===== config.mk =====
export PLATFORM = sky130hd
export DESIGN_NAME = wavr_ctrl
export DESIGN_NICKNAME = d
export VERILOG_FILES = /design/src/rtl/wavr_pkg.sv /design/src/rtl/wavr_ctrl.sv
export SDC_FILE = /design/constraint.sdc
export NUM_CORES = 1
export LEC_CHECK = 0
export BUFFER_PORTS_ARGS = -buffer_cell sky130_fd_sc_hd__clkbuf_2
export CAP_MARGIN = 20
export CORE_AREA = 2 2 39 41
export CTS_CLUSTER_DIAMETER = 40
export DETAILED_ROUTE_END_ITERATION = 8
export DIE_AREA = 0 0 41 43
export PLACE_DENSITY = 0.47
export SETUP_SLACK_MARGIN = 0.4
export SLEW_MARGIN = 5
export SYNTH_ARGS = -nofsm -noshare
export SYNTH_HDL_FRONTEND = slang
export SYNTH_SLANG_ARGS = --single-unit

===== constraint.sdc =====
create_clock -name clk -period 2.6 [get_ports clk]
set_clock_uncertainty 0.15 [all_clocks]
set_input_delay 0.39 -clock clk [delete_from_list [all_inputs] [get_ports clk]]
set_output_delay 0.39 -clock clk [all_outputs]
set_load 0.01 [all_outputs]

===== src/rtl/wavr_pkg.sv =====
// shared types and constants for the windowed average and rate core
package wavr_pkg;

    // channel mode codes
    localparam logic [1:0] MODE_NONE = 2'd0;
    localparam logic [1:0] MODE_RATE = 2'd1;
    localparam logic [1:0] MODE_AVG  = 2'd2;

    // result kind codes
    localparam logic KIND_RATE = 1'b0;
    localparam logic KIND_AVG  = 1'b1;

    // divider geometry: rate dividend magnitude up to 2^32 * 1e6, below 2^52
    localparam int NUM_W = 53;
    localparam int DEN_W = 49;
    localparam int DIV_CNT_W = 7;

    // scaling of a rate to per second
    localparam logic [19:0] US_PER_S = 20'd1000000;

    typedef enum logic [3:0] {
        ST_IDLE,
        ST_LOOKUP,
        ST_READ,
        ST_UPDATE,
        ST_MUL,
        ST_DIV_START,
        ST_DIV_WAIT,
        ST_OUT
    } state_t;

    // controller to datapath
    typedef struct packed {
        logic capture;
        logic read_ring;
        logic update;
        logic mul;
        logic div_start;
        logic load_out;
    } dp_cmd_t;

    // datapath to controller
    typedef struct packed {
        logic chan_ok;
        logic emit;
        logic need_mul;
        logic div_done;
    } dp_status_t;

endpackage


===== src/rtl/wavr_ctrl.sv =====
// sequencing controller for one beat at a time
module wavr_ctrl
    import wavr_pkg::*;
(
    input  logic       clk,
    input  logic       rst_n,
    input  logic       valid,
    output logic       ready,
    output logic       out_valid,
    input  logic       out_ready,
    output dp_cmd_t    cmd,
    input  dp_status_t status
);

    state_t state_reg, state_next;
    logic   out_valid_reg, out_valid_next;
    logic   out_free;

    // result register can take a new result
    assign out_free = !out_valid_reg || out_ready;

    // next state
    always_comb
    begin
        state_next = state_reg;
        unique case (state_reg)
            ST_IDLE:      if (valid) state_next = ST_LOOKUP;
            ST_LOOKUP:    state_next = status.chan_ok ? ST_READ : ST_IDLE;
            ST_READ:      state_next = ST_UPDATE;
            ST_UPDATE:    state_next = ST_MUL;
            ST_MUL:       state_next = status.emit ? ST_DIV_START : ST_IDLE;
            ST_DIV_START: state_next = ST_DIV_WAIT;
            ST_DIV_WAIT:  if (status.div_done) state_next = out_free ? ST_IDLE : ST_OUT;
            ST_OUT:       if (out_free) state_next = ST_IDLE;
            default:      state_next = ST_IDLE;
        endcase
    end

    always_ff @(posedge clk or negedge rst_n)
    begin
        if (!rst_n)
            state_reg <= ST_IDLE;
        else
            state_reg <= state_next;
    end

    // outputs
    always_comb
    begin
        cmd           = '0;
        ready         = (state_reg == ST_IDLE);
        out_valid     = out_valid_reg;
        cmd.capture   = (state_reg == ST_IDLE) && valid;
        cmd.read_ring = (state_reg == ST_LOOKUP);
        cmd.update    = (state_reg == ST_UPDATE);
        cmd.mul       = (state_reg == ST_MUL) && status.need_mul;
        cmd.div_start = (state_reg == ST_DIV_START);
        cmd.load_out  = (((state_reg == ST_DIV_WAIT) && status.div_done)
                         || (state_reg == ST_OUT)) && out_free;
    end

    // result valid flag
    always_comb
    begin
        if (cmd.load_out)
            out_valid_next = 1'b1;
        else if (out_ready)
            out_valid_next = 1'b0;
        else
            out_valid_next = out_valid_reg;
    end

    always_ff @(posedge clk or negedge rst_n)
    begin
        if (!rst_n)
            out_valid_reg <= 1'b0;
        else
            out_valid_reg <= out_valid_next;
    end

endmodule


==> flow_metrics.py, run 1 <==
metrics = {
    "outcome": {
        "status": "complete, no violations",
    },
    "layout": {
        "drive_above_1_share_pct": 49.1,
        "synthToLayoutAreaGrowth_pct": 27.5,
        "nets": 63,
        "fin_area_um2": 429,
        "final_core_util_pct": 31.0,
        "fillers": 156,
        "diodes": 0,
        "fin_cells": 69,
        "largest_reg_flops": 3,
    },
    "clock_tree": {
        "htreeDepth": 1,
        "cts_tree": "yes",
        "cts_buffers": 3,
        "cts_buffer_depth": 2,
        "hold_buffers": 1,
        "cts-root-buf": "clkbuf_4",
        "cts_resized": 0,
        "clkTransAtPathRegs_ns": 0.04,
        "postCtsSetupRepairBufs": 0,
        "cts.sinks": 4,
        "insertion_delay_ns": 0.23,
    },
    "critical_path": {
        "end_kind": "primary output",
        "crit_family": "flip-flops",
        "crit_path_start_kind": "flop",
        "critPathSlowestCell": "dfrtp_1",
        "path_max_fanout": 11,
        "crit_buf_inv": 2,
        "worst-endpoint-arrival_ns": 1.39,
        "cpPeakStageDelay_ns": 0.55,
        "worstSetupPathType": "reg -> out",
        "critical_path_required_ns": 2.06,
        "crit_chain": "clkinv_1 -> nor3_1 -> clkbuf_2",
    },
    "die": {
        "io_pins": 16,
        "coreArea_um2": 1380,
        "initial_core_util_pct": 24.3,
        "die_h_um": 43,
        "num_rows": 14,
        "dieArea_um2": 1760,
        "die_w_um": 41,
    },
    "grt": {
        "track_usage_pct": 9.26,
        "grt_pass1_vias": 290,
        "grt_max_degree": 14,
        "grt_antenna_before_repair": 0,
        "grt_overflow_total": 0,
        "grt_first_pass_wirelength_um": 1100,
    },
    "placed_design": {
        "placed_area_um2": 397,
        "io_buffers": 15,
        "gp_congestion": 0.693,
        "post-place-ws_ns": 0.912,
        "hpwl_um": 576,
        "place_inst": 65,
    },
    "route": {
        "vias": 312,
        "post_drt_wl_per_cell_um": 10.8,
        "dr.pass1.iters": 3,
        "finalWirelength_um": 744,
        "ant_nets": 0,
        "via_per_inst": 4.52,
        "drc": 0,
        "drt_iter0_markers": 4,
    },
    "synth": {
        "synth_mux_area_share_pct": 0,
        "yosys.area_share.xor_xnor_pct": 0,
        "synth_top_cell_by_area": "dfrtp_1",
        "synth.area.top_cells": "dfrtp_1 30%, nor3_2 12%, buf_6 6.7%",
        "ys_seq_elements": 4,
        "synth_top_family_by_area": "simple AND/OR/NAND/NOR gates",
        "synth-compound-area-share_pct": 18.6,
        "synth_warnings": 0,
        "synth.avg_cell_area_um2": 8.86,
        "synth_top_area_share_pct": 29.7,
        "ys_types": 22,
        "synth_seq_area_share_pct": 29.7,
        "yosys.area_share.adder_pct": 0,
        "synth_cells": 38,
        "synth-simple-area-share_pct": 40.1,
        "syn_area_um2": 337,
        "syn_nets": 46,
    },
    "sta": {
        "period_share_pct": 74.2,
        "fmax_mhz": 518,
        "hold_viol_final": 0,
        "fin_crit_ns": 1.93,
        "rsz0062_at_grt": "no",
        "setup_violations": 0,
        "worstMarginPinSlew_ns": 0.436,
        "finalSetupTns_ns": 0,
        "fin_ws_ns": 0.670,
        "hold_ws_ns": 0.328,
        "finalMaxSlewViolations": 0,
        "slew_headroom_pct": 70.9,
    },
    "pwr": {
        "power.total_uw": 434,
        "p_leak_nw": 0.200,
        "ir_worst_vdd_mv": 0.450,
        "power_density_nw_per_um2": 1010,
    },
    "job": {
        "maxCapViolations": 0,
    },
    "min_path": {
        "hold_path_class": "in -> reg",
    },
}
final cells by class:
| cell class | instances | area [um2] | area share (%) |
|---|---|---|---|
| inverters | 1 | 3.75 | 0.875 |
| flip-flops and latches | 4 | 100 | 23.3 |
| multi-input cells | 29 | 198 | 46.1 |
| clock buffers | 3 | 22.5 | 5.25 |
| repair buffers | 16 | 85.1 | 19.8 |
| well taps | 16 | 20.0 | 4.66 |
layout by cell type (no fill, tap or decap):
| master | netlist | final |
|---|---|---|
| a2111o_1 | 1 | 1 |
| a21oi_1 | 3 | 3 |
| a31oi_1 | 1 | 1 |
| and2_1 | 1 | 1 |
| clkbuf_2 | 0 | 15 |
| clkbuf_4 | 0 | 3 |
| clkinv_1 | 1 | 1 |
| dfrtp_1 | 4 | 4 |
| dlygate4sd3_1 | 0 | 1 |
| nand2_1 | 4 | 4 |
| nand2_2 | 1 | 1 |
| nand2b_1 | 2 | 2 |
| nor2_1 | 2 | 2 |
| nor2_2 | 1 | 1 |
| nor2b_1 | 1 | 1 |
| nor3_1 | 3 | 3 |
| nor3_2 | 4 | 4 |
| nor3b_1 | 1 | 1 |
| nor4_2 | 1 | 1 |
| o2111ai_1 | 1 | 1 |
| o21ai_0 | 1 | 1 |
| o32ai_2 | 1 | 1 |
power breakdown:
group / switching, mW / internal [mW] / leakage, nW
logic: 0.102 / 0.0989 / 0.135
registers: 0.0718 / 0.0858 / 0.0517
clock network: 0.0234 / 0.0515 / 0.0138
kinds of logic (layout without fill, tap and decap cells):
group,after synthesis,in the layout
simple gates,21,21
compound gates,8,8
buf+inv,5,20
flops,4,4
synthesized netlist by cell type:
master	number
dfrtp_1	4
nand2_1	4
nor3_2	4
a21oi_1	3
nor3_1	3
buf_6	2
nand2b_1	2
nor2_1	2
a2111o_1	1
a31oi_1	1
and2_1	1
buf_2	1
buf_4	1
clkinv_1	1
nand2_2	1
nor2_2	1
nor2b_1	1
nor3b_1	1
nor4_2	1
o2111ai_1	1
o21ai_0	1
o32ai_2	1
worst register-to-register path: cells and delay by family, from the launching register on:
family                 cells  cell delay, ns
buffers and inverters      1            0.24
and+or+nand+nor            1            0.20
AOI/OAI and AO/OA          2            0.29
DFF                        1            0.55
metal layers:
layer  up-vias  track usage (%)  share of wire (%)
met5         -                0                  0
met4         0             6.00                  0
met3         0             3.14                5.9
met2        11             14.1                 48
met1       133             10.4                 46
li1        168                -                  -
path summary, 6_finish.rpt:
kind | startpoint | endpoint | slack, ns | cells after the start
hold reg to reg | out_valid$_DFFE_PN0P_ | out_valid$_DFFE_PN0P_ | 0.43 | 2
setup / recovery | state_reg[0]$_DFFE_PN0P_ | cmd[4] | 0.67 | 3
max in group asynchronous | rst_n | state_reg[2]$_DFFE_PN0P_ | 1.83 | 2
hold / removal | status[0] | state_reg[0]$_DFFE_PN0P_ | 0.33 | 3
setup reg to reg | state_reg[0]$_DFFE_PN0P_ | state_reg[1]$_DFFE_PN0P_ | 1.07 | 4
min in group asynchronous | rst_n | out_valid$_DFFE_PN0P_ | 0.35 | 2
Power figures use the tool's default switching activity.
==> run 2: changes to the inputs <==
- clock period: 2.6 -> 1.95 ns (I/O delays scaled with it)
==> flow_metrics.py, run 2 (synthesized netlist as in run 1, its figures left out) <==
metrics = {
    "clock_tree": {
        "cts_buffers": 3,
        "cts-root-buf": "clkbuf_4",
        "cts_tree": "yes",
        "insertion_delay_ns": 0.23,
        "cts_buffer_depth": 2,
        "cts.sinks": 4,
        "clkTransAtPathRegs_ns": 0.04,
        "htreeDepth": 1,
    },
    "route": {
        "via_per_inst": 4.53,
        "finalWirelength_um": 945,
        "post_drt_wl_per_cell_um": 11.4,
        "vias": 376,
        "ant_nets": 0,
        "dr.pass1.iters": 2,
        "drc": 0,
        "drt_iter0_markers": 3,
    },
    "grt": {
        "grt_first_pass_wirelength_um": 1580,
        "grt_pass1_vias": 388,
        "grt_antenna_before_repair": 0,
        "track_usage_pct": 14.1,
        "grt_max_degree": 9,
        "grt_overflow_total": 0,
    },
    "layout": {
        "synthToLayoutAreaGrowth_pct": 69.9,
        "diodes": 0,
        "nets": 77,
        "multi_input_area_um2": 221,
        "drive_above_1_share_pct": 71.6,
        "fillers": 147,
        "final_core_util_pct": 41.3,
        "fin_cells": 83,
        "mostFrequentLayoutCells": "12 x buf_4, 11 x clkbuf_2, 5 x nor3_2, 4 x nand2_1, 4 x buf_2",
        "largest_reg_flops": 3,
        "regArea_um2": 104,
        "mostFrequentLayoutCell": "buf_4",
    },
    "sta": {
        "period_share_pct": 82.3,
        "rsz0062_at_grt": "yes",
        "worstMarginPinSlew_ns": 0.340,
        "fin_crit_ns": 1.61,
        "finalMaxSlewViolations": 0,
        "fin_ws_ns": 0.345,
        "fmax_mhz": 623,
        "slew_headroom_pct": 77.1,
        "setup_violations": 0,
        "hold_viol_final": 0,
        "finalSetupTns_ns": 0,
        "hold_ws_ns": 0.245,
    },
    "placed_design": {
        "hpwl_um": 587,
        "post-place-ws_ns": 0.368,
        "io_buffers": 15,
        "place_inst": 65,
        "gp_congestion": 0.693,
    },
    "critical_path": {
        "cpPeakStageDelay_ns": 0.47,
        "worst-endpoint-arrival_ns": 1.57,
        "crit_top_cell": "buf_4",
        "end_kind": "flop",
        "crit_family": "flip-flops",
        "crit_path_start_kind": "flop",
        "crit_start": "state_reg[0]$_DFFE_PN0P_",
        "r2r-start": "state_reg[0]$_DFFE_PN0P_",
        "path_max_fanout": 7,
        "critPathSlowestCell": "dfrtp_2",
        "worstSetupPathType": "reg -> reg",
        "critical_path_required_ns": 1.91,
        "crit_buf_inv": 2,
        "crit_chain": "buf_4 -> buf_4 -> nor4_2 -> a2111o_1 -> nand2_1",
    },
    "die": {
        "die_h_um": 43,
        "coreArea_um2": 1380,
        "num_rows": 14,
        "die_w_um": 41,
        "io_pins": 16,
        "initial_core_util_pct": 24.3,
        "dieArea_um2": 1760,
    },
    "outcome": {
        "status": "complete, no violations",
    },
    "pwr": {
        "p_leak_nw": 0.279,
        "power_density_nw_per_um2": 1410,
        "ir_worst_vdd_mv": 0.385,
    },
    "job": {
        "maxCapViolations": 0,
    },
    "min_path": {
        "hold_path_class": "in -> async",
    },
}
[run 2: timing repair]
action | 4_1_cts | 5_1_grt
endpoints found under the setup margin | 8 | 6
hold endpoints to repair | 4 | 0
pin swaps | 4 | 1
setup buffers | 13 | 1
gates resized for setup | 11 | 5
hold buffers | 1 | 0
[run 2: cell type report]
type,instances,area share (%)
Multi-Input combinational cell,29,38.7
Timing Repair Buffer,30,34.6
Sequential cell,4,18.2
Clock buffer,3,3.94
Tap cell,16,3.50
Inverter,1,1.09
[run 2: final timing paths]
check	slack, ns	cells past startpoint	to
setup reg to reg	0.34	5	state_reg[0]$_DFFE_PN0P_
hold reg to reg	0.43	2	out_valid$_DFFE_PN0P_
max in group asynchronous	1.26	2	state_reg[2]$_DFFE_PN0P_
setup / recovery	0.34	5	state_reg[0]$_DFFE_PN0P_
min in group clk	0.25	3	state_reg[0]$_DFFE_PN0P_
hold / removal	0.25	2	state_reg[0]$_DFFE_PN0P_
[run 2: routing by layer]
| metal | up-vias | share of wire (%) | track usage, % |
|---|---|---|---|
| li1 | 196 | - | - |
| met1 | 169 | 41 | 13.8 |
| met2 | 11 | 54 | 22.2 |
| met3 | 0 | 4.3 | 6.28 |
| met4 | 0 | 0 | 10.0 |
| met5 | - | 0 | 0 |
[run 2: power by group]
| part | internal (mW) | leakage, nW | switching, mW |
|---|---|---|---|
| logic | 0.287 | 0.217 | 0.231 |
| clock network | 0.0688 | 0.0138 | 0.0336 |
| registers | 0.121 | 0.0479 | 0.0660 |
| total | 0.477 | 0.279 | 0.330 |
[run 2: metrics by stage]
stage          area, um2  total power [mW]
2_1_floorplan        337             0.434
3_5_place_dp         397             0.482
4_1_cts              563             0.787
6_report             572             0.807
5_1_grt              572             0.883
3_3_place_gp         397             0.482
